<file path="config.mk">
export PLATFORM = sky130hd
export DESIGN_NAME = magic_header_frame_deframer
export DESIGN_NICKNAME = d
export VERILOG_FILES = /design/src/hw/rtl/mhfd_pkg.sv /design/src/hw/rtl/mhfd_front.sv /design/src/hw/rtl/mhfd_back.sv /design/src/hw/rtl/magic_header_frame_deframer.sv
export SDC_FILE = /design/constraint.sdc
export NUM_CORES = 1
export LEC_CHECK = 0
export BUFFER_PORTS_ARGS = -buffer_cell sky130_fd_sc_hd__buf_4
export CAP_MARGIN = 20
export CORE_MARGIN = 1.5
export CORE_UTILIZATION = 60
export DETAILED_ROUTE_END_ITERATION = 7
export PLACE_DENSITY = 0.77
export SETUP_SLACK_MARGIN = 0.1
export SLEW_MARGIN = 5
export SYNTH_ARGS = -nofsm -noshare
export SYNTH_HDL_FRONTEND = slang
export SYNTH_HIERARCHICAL = 1
export SYNTH_SLANG_ARGS = --single-unit
</file>
<file path="constraint.sdc">
create_clock -name i_clk -period 9.77 [get_ports i_clk]
set_clock_uncertainty 0.2 [all_clocks]
set_input_delay 0.4885 -clock i_clk [delete_from_list [all_inputs] [get_ports i_clk]]
set_output_delay 0.4885 -clock i_clk [all_outputs]
set_load 0.03 [all_outputs]
</file>
<file path="src/hw/rtl/mhfd_pkg.sv">
// ----------------------------------------------------------------------------
// mhfd_pkg
// Shared types and constants of the magic header frame deframer.
// ----------------------------------------------------------------------------
package mhfd_pkg;

    localparam int unsigned HDR_BYTES   = 20;
    localparam int unsigned REPLAY_LEN  = 16;
    localparam int unsigned IN_DEPTH    = 4;
    localparam logic [31:0] LIMIT_RESET = 32'd33177600;

    localparam logic [7:0] MAGIC_0 = 8'h45;
    localparam logic [7:0] MAGIC_1 = 8'h56;
    localparam logic [7:0] MAGIC_2 = 8'h52;
    localparam logic [7:0] MAGIC_3 = 8'h47;

    localparam logic CMD_DATA = 1'b0;
    localparam logic CMD_END  = 1'b1;

    localparam logic [1:0] KIND_PAYLOAD = 2'd0;
    localparam logic [1:0] KIND_REJECT  = 2'd1;
    localparam logic [1:0] KIND_ABORT   = 2'd2;

    typedef struct packed {
        logic       command;
        logic [7:0] data_byte;
    } t_in_item;

    typedef struct packed {
        logic [1:0]  result_kind;
        logic [7:0]  payload_byte;
        logic        frame_first;
        logic        frame_last;
        logic [15:0] frame_width;
        logic [15:0] frame_height;
    } t_out_item;

    function automatic logic [7:0] magic_at(input logic [1:0] idx);
        logic [7:0] res;
        case (idx)
            2'd0:    res = MAGIC_0;
            2'd1:    res = MAGIC_1;
            2'd2:    res = MAGIC_2;
            default: res = MAGIC_3;
        endcase
        return res;
    endfunction

endpackage

</file>
<file path="src/hw/rtl/mhfd_front.sv">
// ----------------------------------------------------------------------------
// mhfd_front
// Input queue: accepts items and holds them until the parser takes them.
// ----------------------------------------------------------------------------
module mhfd_front (
    input  logic               i_clk,
    input  logic               i_rst_n,
    input  logic               i_push,
    input  mhfd_pkg::t_in_item i_item,
    output logic               o_full,
    output logic               o_valid,
    output mhfd_pkg::t_in_item o_item,
    input  logic               i_take
);

    localparam int unsigned PW = $clog2(mhfd_pkg::IN_DEPTH);

    mhfd_pkg::t_in_item r_buf [mhfd_pkg::IN_DEPTH];
    logic [PW-1:0] r_wr;
    logic [PW-1:0] r_rd;
    logic [PW:0]   r_cnt;
    logic          w_put;
    logic          w_get;

    assign o_full  = (r_cnt == (PW+1)'(mhfd_pkg::IN_DEPTH));
    assign o_valid = (r_cnt != '0);
    assign o_item  = r_buf[r_rd];
    assign w_put   = i_push && !o_full;
    assign w_get   = i_take && o_valid;

    always_ff @(posedge i_clk) begin
        if (w_put) begin
            r_buf[r_wr] <= i_item;
        end
        if (!i_rst_n) begin
            r_wr  <= '0;
            r_rd  <= '0;
            r_cnt <= '0;
        end else begin
            if (w_put) begin
                r_wr <= r_wr + 1'b1;
            end
            if (w_get) begin
                r_rd <= r_rd + 1'b1;
            end
            r_cnt <= r_cnt + (PW+1)'(w_put) - (PW+1)'(w_get);
        end
    end

endmodule

</file>
<file path="src/hw/rtl/mhfd_back.sv">
// ----------------------------------------------------------------------------
// mhfd_back
// Parser: header search and check, payload pass, replay after a rejected
// header, and a two-entry result queue.
// ----------------------------------------------------------------------------
module mhfd_back (
    input  logic                i_clk,
    input  logic                i_rst_n,
    input  logic                i_valid,
    input  mhfd_pkg::t_in_item  i_item,
    output logic                o_take,
    input  logic [31:0]         i_limit,
    input  logic                i_pop,
    output logic                o_empty,
    output mhfd_pkg::t_out_item o_item
);

    logic [7:0]  r_store [mhfd_pkg::HDR_BYTES];
    logic [7:0]  r_replay [mhfd_pkg::REPLAY_LEN];
    logic [4:0]  r_replay_cnt;
    logic [4:0]  r_count;
    logic        r_in_payload;
    logic        r_started;
    logic [31:0] r_remaining;
    logic [15:0] r_width;
    logic [15:0] r_height;
    logic [31:0] r_prod;

    mhfd_pkg::t_out_item r_oq [2];
    logic       r_oq_wr;
    logic       r_oq_rd;
    logic [1:0] r_oq_cnt;

    logic        w_room;
    logic        w_replay;
    logic        w_step;
    logic        w_cmd;
    logic [7:0]  w_byte;
    logic [15:0] w_hw;
    logic [15:0] w_hh;
    logic [31:0] w_len;
    logic        w_bad;
    logic        w_emit;
    logic        w_pop;
    mhfd_pkg::t_out_item w_res;

    assign w_room   = (r_oq_cnt != 2'd2);
    assign w_replay = (r_replay_cnt != '0);
    assign w_step   = w_room && (w_replay || i_valid);
    assign o_take   = w_room && !w_replay;
    assign w_cmd    = w_replay ? mhfd_pkg::CMD_DATA : i_item.command;
    assign w_byte   = w_replay ? r_replay[0] : i_item.data_byte;
    assign w_hw     = {r_store[5], r_store[4]};
    assign w_hh     = {r_store[7], r_store[6]};
    assign w_len    = {w_byte, r_store[18], r_store[17], r_store[16]};
    assign w_bad    = (w_hw == '0) || (w_hh == '0) || (w_len == '0) || (w_len > i_limit)
                   || (w_len != {r_prod[29:0], 2'b00});
    assign w_pop    = i_pop && (r_oq_cnt != '0);
    assign o_empty  = (r_oq_cnt == '0);
    assign o_item   = r_oq[r_oq_rd];

    always_comb begin
        w_emit = 1'b0;
        w_res  = '0;
        if (w_cmd == mhfd_pkg::CMD_END) begin
            w_emit            = r_in_payload;
            w_res.result_kind = mhfd_pkg::KIND_ABORT;
            w_res.frame_width  = r_width;
            w_res.frame_height = r_height;
        end else if (r_in_payload) begin
            w_emit             = 1'b1;
            w_res.result_kind  = mhfd_pkg::KIND_PAYLOAD;
            w_res.payload_byte = w_byte;
            w_res.frame_first  = !r_started;
            w_res.frame_last   = (r_remaining <= 32'd1);
            w_res.frame_width  = r_width;
            w_res.frame_height = r_height;
        end else if (r_count == 5'(mhfd_pkg::HDR_BYTES - 1)) begin
            w_emit             = w_bad;
            w_res.result_kind  = mhfd_pkg::KIND_REJECT;
            w_res.frame_width  = w_hw;
            w_res.frame_height = w_hh;
        end
    end

    always_ff @(posedge i_clk) begin
        r_prod <= w_hw * w_hh;
        if (w_step && w_emit) begin
            r_oq[r_oq_wr] <= w_res;
        end
        if (w_step && w_replay) begin
            for (int i = 0; i < mhfd_pkg::REPLAY_LEN - 1; i++) begin
                r_replay[i] <= r_replay[i+1];
            end
        end
        if (w_step && w_cmd == mhfd_pkg::CMD_DATA && !r_in_payload) begin
            if (r_count == 5'(mhfd_pkg::HDR_BYTES - 1)) begin
                for (int i = 0; i < mhfd_pkg::REPLAY_LEN - 1; i++) begin
                    r_replay[i] <= r_store[i+4];
                end
                r_replay[mhfd_pkg::REPLAY_LEN-1] <= w_byte;
            end else if (r_count >= 5'd4) begin
                r_store[r_count] <= w_byte;
            end
        end
        if (!i_rst_n) begin
            r_replay_cnt <= '0;
            r_count      <= '0;
            r_in_payload <= 1'b0;
            r_started    <= 1'b0;
            r_remaining  <= '0;
            r_width      <= '0;
            r_height     <= '0;
            r_oq_wr      <= 1'b0;
            r_oq_rd      <= 1'b0;
            r_oq_cnt     <= '0;
        end else begin
            if (w_step && w_emit) begin
                r_oq_wr <= !r_oq_wr;
            end
            if (w_pop) begin
                r_oq_rd <= !r_oq_rd;
            end
            r_oq_cnt <= r_oq_cnt + 2'(w_step && w_emit) - 2'(w_pop);
            if (w_step) begin
                if (w_replay) begin
                    r_replay_cnt <= r_replay_cnt - 1'b1;
                end
                if (w_cmd == mhfd_pkg::CMD_END) begin
                    r_count      <= '0;
                    r_in_payload <= 1'b0;
                    r_started    <= 1'b0;
                    r_remaining  <= '0;
                end else if (r_in_payload) begin
                    r_started <= 1'b1;
                    if (r_remaining <= 32'd1) begin
                        r_remaining  <= '0;
                        r_in_payload <= 1'b0;
                        r_started    <= 1'b0;
                    end else begin
                        r_remaining <= r_remaining - 1'b1;
                    end
                end else if (r_count < 5'd4) begin
                    if (w_byte == mhfd_pkg::magic_at(r_count[1:0])) begin
                        r_count <= r_count + 1'b1;
                    end else if (w_byte == mhfd_pkg::MAGIC_0) begin
                        r_count <= 5'd1;
                    end else begin
                        r_count <= '0;
                    end
                end else if (r_count == 5'(mhfd_pkg::HDR_BYTES - 1)) begin
                    r_count <= '0;
                    if (w_bad) begin
                        r_replay_cnt <= 5'(mhfd_pkg::REPLAY_LEN);
                    end else begin
                        r_in_payload <= 1'b1;
                        r_started    <= 1'b0;
                        r_remaining  <= w_len;
                        r_width      <= w_hw;
                        r_height     <= w_hh;
                    end
                end else begin
                    r_count <= r_count + 1'b1;
                end
            end
        end
    end

    a_replay_outside_payload: assert property (@(posedge i_clk) disable iff (!i_rst_n)
        (r_replay_cnt != '0) |-> (!r_in_payload && r_count < 5'(mhfd_pkg::REPLAY_LEN)))
        else $error("replay while in payload or with full window");

    a_window_bound: assert property (@(posedge i_clk) disable iff (!i_rst_n)
        r_count < 5'(mhfd_pkg::HDR_BYTES))
        else $error("header window overflow");

    a_queue_bound: assert property (@(posedge i_clk) disable iff (!i_rst_n)
        (r_oq_cnt != 2'd3) && !(o_take && w_replay))
        else $error("result queue overflow or input taken during replay");

    a_reject_starts_replay: assert property (@(posedge i_clk) disable iff (!i_rst_n)
        (w_step && w_emit && w_res.result_kind == mhfd_pkg::KIND_REJECT)
        |=> (r_replay_cnt == 5'(mhfd_pkg::REPLAY_LEN)))
        else $error("rejected header did not start replay");

endmodule

</file>
<file path="src/hw/rtl/magic_header_frame_deframer.sv">
// ----------------------------------------------------------------------------
// magic_header_frame_deframer
// Byte stream deframer: finds the magic word, checks a 20-byte header and
// passes the payload out marked first and last.
//
//   channel  handshake            payload
//   input    push / full          i_in_item  (command, data_byte)
//   result   empty / pop          o_out_item (kind, byte, first, last, w, h)
//   config   i_cfg_valid / ready  i_cfg_data (max payload bytes, always ready)
//
// One item per cycle while no replay runs and the result queue has room.
// A rejected header stops input while the parser replays its bytes 4 to 19.
// Synchronous active-low reset; no clearing pass. The input queue holds four
// items and the result queue two, so either side stalls without the other.
// ----------------------------------------------------------------------------
module magic_header_frame_deframer (
    input  logic                i_clk,
    input  logic                i_rst_n,
    input  logic                push,
    output logic                full,
    input  mhfd_pkg::t_in_item  i_in_item,
    output logic                empty,
    input  logic                pop,
    output mhfd_pkg::t_out_item o_out_item,
    input  logic                i_cfg_valid,
    output logic                o_cfg_ready,
    input  logic [31:0]         i_cfg_data
);

    logic               w_valid;
    logic               w_take;
    mhfd_pkg::t_in_item w_item;
    logic [31:0]        r_limit;

    assign o_cfg_ready = 1'b1;

    always_ff @(posedge i_clk) begin
        if (!i_rst_n) begin
            r_limit <= mhfd_pkg::LIMIT_RESET;
        end else if (i_cfg_valid) begin
            r_limit <= i_cfg_data;
        end
    end

    mhfd_front u_front (
        .i_clk   (i_clk),
        .i_rst_n (i_rst_n),
        .i_push  (push),
        .i_item  (i_in_item),
        .o_full  (full),
        .o_valid (w_valid),
        .o_item  (w_item),
        .i_take  (w_take)
    );

    mhfd_back u_back (
        .i_clk   (i_clk),
        .i_rst_n (i_rst_n),
        .i_valid (w_valid),
        .i_item  (w_item),
        .o_take  (w_take),
        .i_limit (r_limit),
        .i_pop   (pop),
        .o_empty (empty),
        .o_item  (o_out_item)
    );

endmodule

</file>
Word-level counts from Yosys, hierarchy flattened --
Memory sizes are Yosys's and may differ from the RTL's. A register that Yosys moved wholly into a read port is not among the register bits. Index checks and enable logic that the tools add are counted.
Operators by class: multiply operators 1, equal/unequal tests 11, reductions and logical operators 32, $add $sub $neg 9, magnitude comparators 4, bitwise logic cells 19, mux-type cells 80
Operators with widths (number):
- 32-bit two-way mux | 9
- 8-bit two-way mux | 21
- 5-bit two-way mux | 11
- 1-bit two-way mux | 33
- 32-bit > comparator | 1
- 32-bit by 1-bit less-or-equal comparator with 1-bit output (second input constant) | 1
- 16-bit logical NOT | 2
- 32-bit logical NOT | 1
- 32-bit != test | 1
- 32-bit by 1-bit subtractor with 32-bit output (second input constant) | 1
- 16-bit by 16-bit multiplier with 30-bit output | 1
- 10-bit two-way mux | 2
- 1-bit bitwise OR | 15
- 5-bit one-hot mux with 3 select lines | 1
- 1-bit logical AND | 9
- 8-bit by 7-bit == test with 1-bit output (second input constant) | 1
- 8-bit == test | 1
- 1-bit logical NOT | 6
- 2-bit two-way mux | 3
- 3-bit by 1-bit != test with 1-bit output (second input constant) | 2
- 6-bit AND reduction | 1
- 3-bit nonzero test | 2
- 5-bit by 1-bit adder with 5-bit output (second input constant) | 1
- 5-bit == test (second input constant) | 1
- other kinds (19) | 29
Storage, ports and cells: memory bits (writable) 412, word-level logic and storage cells 175, register bits 149, input bits 46, memories 4
Memories:
- u_back.r_store | words 20, bits a word 8, rd ports 15, clocked after Yosys merged registers in 0, wr ports 1, line mhfd_back.sv:18 | logic [7:0] r_store [mhfd_pkg::HDR_BYTES];
- u_back.r_replay | words 16, bits a word 8, rd ports 16, clocked after Yosys merged registers in 0, wr ports 16, line mhfd_back.sv:19 | logic [7:0] r_replay [mhfd_pkg::REPLAY_LEN];
- u_back.r_oq | words 2, bits a word 44, rd ports 1, clocked after Yosys merged registers in 1, wr ports 1, line mhfd_back.sv:29 | mhfd_pkg::t_out_item r_oq [2];
- u_front.r_buf | words 4, bits a word 9, rd ports 1, clocked after Yosys merged registers in 1, wr ports 1, line mhfd_front.sv:18 | mhfd_pkg::t_in_item r_buf [mhfd_pkg::IN_DEPTH];

Logic depth before layout (Yosys ltp) --
Gate-level depths: netlist of the first run.
depth after elaboration 12, gate-level depth with buffers 25, depth with buffers taken out 23

Modules after synthesis --
The synthesis of the first run kept the hierarchy.
Modules (own cells, without submodules):
- mhfd_back | instances 1, area an instance 27580.2 µm², cells an instance 2395
- mhfd_front | instances 1, area an instance 1780.5 µm², cells an instance 96
- magic_header_frame_deframer | instances 1, area an instance 1234.9 µm², cells an instance 105

Worst setup path before layout of the first run --
OpenSTA, ideal clock, no wires.
path kind flip-flop to flip-flop, start register (tool-made name), end memory u_back.r_replay[0][0] (enable), data required time 8929 ps, cell stages (with the launch flop) 8, path buffers 1, data arrival time 7545 ps, setup time 641 ps, slack 1384 ps, period minus slack after synthesis 8386 ps, cells stage by stage dfxtp_1 -> buf_2 -> mux4_2 -> nand2_1 -> inv_1 -> nor2_1 -> nand2_1 -> o22ai_1
RTL lines (line):
- end, declared | mhfd_back.sv:19

==> results.ini, run 1 <==
[timing]
max_slew.worst_pin.slew_ns=1.06
fin_tns_setup_ns=0
fmax_mhz=136
drv_slew=0
hold_viol=0
post-route-period-util_pct=75.0
layout_min_cycle_time_ns=7.33
rsz0062_at_grt=no
maxSlewHeadroom_pct=29.4
finalSetupViolCount=0

[synth]
syn_nets=2977
syn_inst=2596
synth_edf_count=372
ys_warn_count=6
async_flop_share_pct=0
ys_ff_latch=524
synth-main-ff-cell=edfxtp_1
synth.distinct_cells=79
ys_seq_area_share_pct=46.5
avgSynthCellArea_um2=11.8
synth_area_mm2=0.0306

[critical_path]
timing.rr.start=u_back/r_store[5][4]$_DFFE_PP_
cp-end-kind=flop
cp.required_ns=10.10
worstPathArrival_ns=7.66
crit_type=reg -> reg
crit_fanout=20
rrSetupSlack_ns=2.44
crit_path_start_kind=flop
crit_start=u_back/r_store[5][4]$_DFFE_PP_

[drt]
drt_iter0_markers=1954
via_count=20200
viasPerCell=5.98
wl_um=74500
dr.pass1.iters=7
drt-wirelength-per-cell_um=22.0
ant_nets=0
drc=0

[placement]
dp.cells=3239
postPlaceCellArea_mm2=0.0317
hpwl_um=50500
io_buffers=91
gp_congestion=0.904

[power_and_ir_drop]
power.share.switching_pct=33.8
vdd_drop_max_mv=0.230
report.power.total_uw=7670
power_density_mw_per_mm2=226
p_leak_uw=0.0137
p_seq_share_pct=42.5
comb_power_share_pct=31.1
internal_power_uw=5080
p_clk_share_pct=26.4
switching_power_uw=2590

[clock_network]
clockBufferDepth=3
root_buffer=clkbuf_16
clk_latency_ns=0.61
cts_tree=yes
cts_num_sinks=524
clk_pin_slew_ns=0.06
htreeDepth=2
cts_made_buffers=53

[die]
rows=82
dieArea_mm2=0.0524
fp.coreArea_mm2=0.0503
start_util_pct=60.9
die_h_um=229
io_pins=93
dieWidth_um=229

[grt]
grt_use_total_pct=29.0
grt_first_pass_wirelength_um=117000
grt_pass1_vias=20900
antenna_found_initial=3
grt-ovfl-total=0
grt_max_degree=107

[layout]
num-nets-final=3044
drive_gt1_share_pct=14.9
area_delta_synth_final_pct=10.7
fin_cells=3381
fin_area_mm2=0.0339
fillers=3577

[outcome]
outcome=finished clean

[flow_run]
cap_violations=0

[hold_path]
hold_path.class=in -> reg
holdCritStartpoint=i_rst_n

-- power groups by stage --
stage                     logic (µW)  clock network (µW)  registers, µW
after floorplan                 1590                   0           3270
after global placement          2250                   0           3290
after detailed placement        2310                   0           3300
after CTS                       2330                2060           3260
after global routing            2540                2140           3300
final                           2380                2030           3260
-- cells in the mapped netlist (12+ instances only) --
master	count	area share, %
fa_1	194	13
nand3_1	51	0.83
mux2i_1	72	2.4
xnor2_1	53	1.5
a21oi_1	32	0.52
inv_1	278	3.4
a32o_1	12	0.39
nand4_1	19	0.39
nor2b_1	77	1.6
a22oi_1	18	0.44
nor4_1	27	0.55
and3_1	12	0.25
o21a_1	12	0.29
and2_1	141	2.9
xor2_1	31	0.89
dfxtp_1	152	9.9
nand2_1	278	3.4
buf_2	26	0.43
nor2_1	55	0.67
ha_1	141	5.8
a21o_1	25	0.61
o21ai_0	44	0.72
nor3_1	29	0.47
mux2_2	166	6.1
o22ai_1	24	0.49
edfxtp_1	372	37
clkbuf_1	105	1.3
-- path summary, 6_finish.rpt --
path                                                   to  depth (start not counted)
worst max-delay path            u_back/r_prod[28]$_DFF_P_                         20
worst min-delay path             r_limit[24]$_SDFFE_PN1P_                          2
worst max register to register  u_back/r_prod[28]$_DFF_P_                         20
worst min register to register   r_limit[24]$_SDFFE_PN1P_                          2
-- metrics by stage --
stage / hold slack, ns / utilization [%] / setup slack (ns)
floorplan: 0.236 / - / 1.38
global placement: 0.254 / 63.1 / 2.85
detailed placement: 0.259 / 63.1 / 2.68
CTS: 0.0675 / 67.4 / 2.61
global route: 0.111 / 67.4 / 2.18
finish: 0.0990 / 67.4 / 2.44
-- cell families after synthesis --
family | Yosys count | synth area share [%]
other | 1 | 0.0123
AOI/OAI and AO/OA | 246 | 5.65
buffers and inverters | 428 | 5.68
DFF | 524 | 46.5
adders and majority gates | 335 | 18.5
muxes | 250 | 9.32
xor gates and xnor gates | 84 | 2.40
and+or+nand+nor | 728 | 12.0
-- flip-flops by register name, indices dropped and copies added, names as in the netlist, 16 cells and up, named ones only --
register and flops:
u_back/r_replay 128, u_back/r_remaining 32, u_back/r_height 16, u_back/r_oq 88
r_limit 32, u_front/r_buf 36, u_back/r_width 16, u_back/r_store 120
u_back/r_prod 30
-- routing by layer --
layer / track usage [%] / routed length [µm] / vias up
li1: - / - / 9014
met1: 38.2 / 29700 / 10000
met2: 47.2 / 35600 / 932
met3: 5.18 / 5960 / 218
met4: 13.1 / 3260 / 0
met5: 0 / 0 / -
-- cells in the final DEF (no fill, tap or decap), types with 9 or more instances in the layout --
| master | instances |
|---|---|
| xor2_1 | 31 |
| and2_1 | 141 |
| ha_1 | 141 |
| mux2i_1 | 72 |
| nor2b_1 | 77 |
| dlygate4sd3_1 | 41 |
| fa_1 | 194 |
| nor2_1 | 53 |
| nand2_1 | 278 |
| and3_1 | 10 |
| mux2_2 | 166 |
| nor3_1 | 29 |
| clkbuf_1 | 11 |
| a21oi_1 | 32 |
| edfxtp_1 | 372 |
| o21ai_0 | 44 |
| mux4_2 | 9 |
| nand3_1 | 51 |
| buf_4 | 119 |
| o22ai_1 | 23 |
| a22oi_1 | 18 |
| inv_1 | 278 |
| nand4_1 | 19 |
| o21a_1 | 12 |
| a32o_1 | 12 |
| xnor2_1 | 53 |
| a21o_1 | 25 |
| clkbuf_16 | 55 |
| o211a_1 | 9 |
| nor4_1 | 27 |
| or3_1 | 9 |
| dfxtp_1 | 151 |
-- area by class of cell --
type | instances | area (µm²) | share of cell area, %
Clock buffer | 69 | 1460 | 4.31
Timing Repair Buffer | 160 | 1300 | 3.85
Tap cell | 672 | 841 | 2.48
Sequential cell | 524 | 14200 | 42.0
Clock inverter | 28 | 297 | 0.875
Antenna cell | 4 | 10.0 | 0.0295
Multi-Input combinational cell | 1644 | 14700 | 43.4
Inverter | 280 | 1050 | 3.10
-- what timing repair did --
item	in CTS	in global routing
setup endpoints to repair	0	0
endpoints found under the hold margin	68	0
gates resized for setup	0	0
hold buffers	41	0
buffers inserted	0	0
-- worst max-delay path, stage by stage (launching register included) --
cell and delay [ns]:
edfxtp_1 0.91, nand2_1 0.19, fa_1 0.57, fa_1 0.53, fa_1 0.52, inv_1 0.05
fa_1 0.49, fa_1 0.50, inv_1 0.05, fa_1 0.47, inv_1 0.04, ha_1 0.33
and3_1 0.20, o2111ai_1 0.11, o22ai_1 0.10, a211oi_1 0.78, a31oi_1 0.28, a2111oi_0 0.47
o21bai_1 0.13, a21oi_1 0.20, xnor2_1 0.13
Power figures use the tool's default switching activity.
==> run 2: changes to the inputs <==
CORE_UTILIZATION = 57   (was 60)
clock period = 6.6 ns   (was 9.77 ns; I/O delays follow)
==> results.ini, run 2 (synthesized netlist as in run 1, its figures left out) <==
[outcome]
outcome=finished with violations
violations=DRC

[die]
dieWidth_um=235
start_util_pct=58.0
fp.coreArea_mm2=0.0528
rows=84
io_pins=93
die_h_um=235
dieArea_mm2=0.0551

[drt]
wl_um=76600
drt-wirelength-per-cell_um=21.7
drt_iter0_markers=2059
drc=2
via_count=20800
dr.pass1.iters=8
viasPerCell=5.90
ant_nets=0

[clock_network]
clk_latency_ns=0.63
cts_num_sinks=524
clockBufferDepth=3
htreeDepth=2
cts_made_buffers=52
cts_tree=yes
clk_pin_slew_ns=0.06
root_buffer=clkbuf_16

[critical_path]
slowest_delay_ns=0.53
worstPathArrival_ns=6.68
crit_fanout=7
timing.rr.start=u_back/r_store[6][4]$_DFFE_PP_
crit_chain=buf_2 > buf_4 > and2_1 > fa_1 > inv_1 > fa_1 > fa_1 > inv_1 > fa_1 > fa_1 > inv_1 > fa_1 > inv_1 > ha_1 > o21a_1 > o21a_1 > o21a_1 > o21ai_0 > a31oi_1 > a2111oi_2 > o21bai_1 > a21oi_1 > xnor2_1
worst-r2r-cell-count=23
cp.required_ns=6.93
crit_start=u_back/r_store[6][4]$_DFFE_PP_
crit_path_start_kind=flop
r2r_end=u_back/r_prod[28]$_DFF_P_
crit_type=reg -> reg
cp_common_cell=fa_1
rrSetupSlack_ns=0.25
cp-end-kind=flop
slowest_stage=fa_1

[grt]
grt-ovfl-total=0
grt_first_pass_wirelength_um=119000
antenna_found_initial=1
grt_max_degree=109
grt_use_met2_pct=46.8
grt.met1_usage_pct=35.8
busiest_layer=met2
grt_use_total_pct=27.7
grt_use_met3_pct=4.46
grt_pass1_vias=21400

[hold_path]
min_delay_path_depth=4
hold_path.class=in -> reg
holdCritStartpoint=pop

[timing]
rsz0062_at_grt=no
fmax_mhz=158
maxSlewHeadroom_pct=26.0
hold_viol=0
drv_slew=0
post-route-period-util_pct=96.2
layout_min_cycle_time_ns=6.35
postLayoutSetupSlackWorst_ns=0.252
fin_tns_setup_ns=0
finalSetupViolCount=0
max_slew.worst_pin.slew_ns=1.11

[layout]
largest_reg_flops=128
top_regs=u_back/r_replay (128), u_back/r_store (120), u_back/r_oq (88)
drive_gt1_share_pct=17.9
fillers=3741
final_common_cell=edfxtp_1
area_delta_synth_final_pct=14.7
largest_register=u_back/r_replay
multi_input_area_mm2=0.0148
regArea_mm2=0.0142
num-nets-final=3178
final_cell_mix=372 x edfxtp_1, 278 x nand2_1, 278 x inv_1

[flow_run]
cap_violations=0

[placement]
place_ws_ns=0.149
gp_congestion=0.914
hpwl_um=52600
io_buffers=91

[power_and_ir_drop]
p_leak_uw=0.0144
vdd_drop_max_mv=0.261
power_density_mw_per_mm2=325

run 2: cell count changes in the layout (fill, tap and decap cells not counted), moves of 3 or more:
cell,delta
clkbuf_16,-3
dlygate4sd3_1,+35
ha_1,-3
clkinv_1,+5
buf_4,+87
buf_6,+5
clkinv_4,-4
buf_12,+5
run 2: timing repair:
action | 4_1_cts | 5_1_grt
hold endpoints to repair | 79 | 0
hold buffers | 76 | 0
setup endpoints to repair | 0 | 6
resized for setup | 0 | 17
buffers inserted | 0 | 29
run 2: power breakdown:
part | leakage, µW | switching, µW | internal (µW) | total (µW)
Clock | 0.000824 | 1290 | 1670 | 2960
Combinational | 0.00887 | 2280 | 1350 | 3630
Sequential | 0.00471 | 289 | 4520 | 4810
Total | 0.0144 | 3860 | 7540 | 11400
run 2: worst max-delay path by stage:
stage / to / slack [ns] / cells after the start
after detailed placement: u_back/r_prod[28]$_DFF_P_ / 0.15 / 20
after CTS: u_back/r_prod[28]$_DFF_P_ / 0.11 / 20
after global placement: u_back/r_prod[28]$_DFF_P_ / 0.18 / 20
after global routing: u_back/r_prod[28]$_DFF_P_ / 0.06 / 22
after floorplan: u_back/r_prod[28]$_DFF_P_ / 0.28 / 22
final: u_back/r_prod[28]$_DFF_P_ / 0.25 / 23
run 2: per-stage QoR:
| step | total power [µW] | util, % | hold WS (ns) | instances | area [µm²] |
|---|---|---|---|---|---|
| floorplan | 7150 | - | 0.229 | 2596 | 30600 |
| global placement | 8210 | 61.2 | 0.257 | 3325 | 32300 |
| detailed placement | 8320 | 61.2 | 0.257 | 3325 | 32300 |
| CTS | 11300 | 65.9 | 0.0293 | 3498 | 34800 |
| global route | 11800 | 66.5 | 0.0552 | 3529 | 35100 |
| finish | 11400 | 66.5 | 0.0414 | 3530 | 35100 |
run 2: area by class of cell:
type                    count  area share [%]
clock buffers              62            3.84
well taps                 688            2.45
flip-flops and latches    524            40.5
multi-input cells        1644            42.0
clock inverters            35            1.04
repair buffers            295            7.12
diodes                      2          0.0143
inverters                 280            2.99
run 2: worst max-delay path: cells and delay by family, from the launching register on:
| kind | cells | cell delay [ns] |
|---|---|---|
| XOR/XNOR | 1 | 0.13 |
| buffers and inverters | 6 | 0.57 |
| AND/OR/NAND/NOR | 1 | 0.17 |
| AO/OA/AOI/OAI | 8 | 1.47 |
| flip-flops | 1 | 0.41 |
| adder cells (fa/ha/maj) | 7 | 3.33 |
run 2: layer usage:
metal / share of wire (%) / up-vias
met3: 7.7 / 212
met1: 39 / 10400
li1: - / 9281
met4: 3.9 / 0
met2: 49 / 910
met5: 0 / -
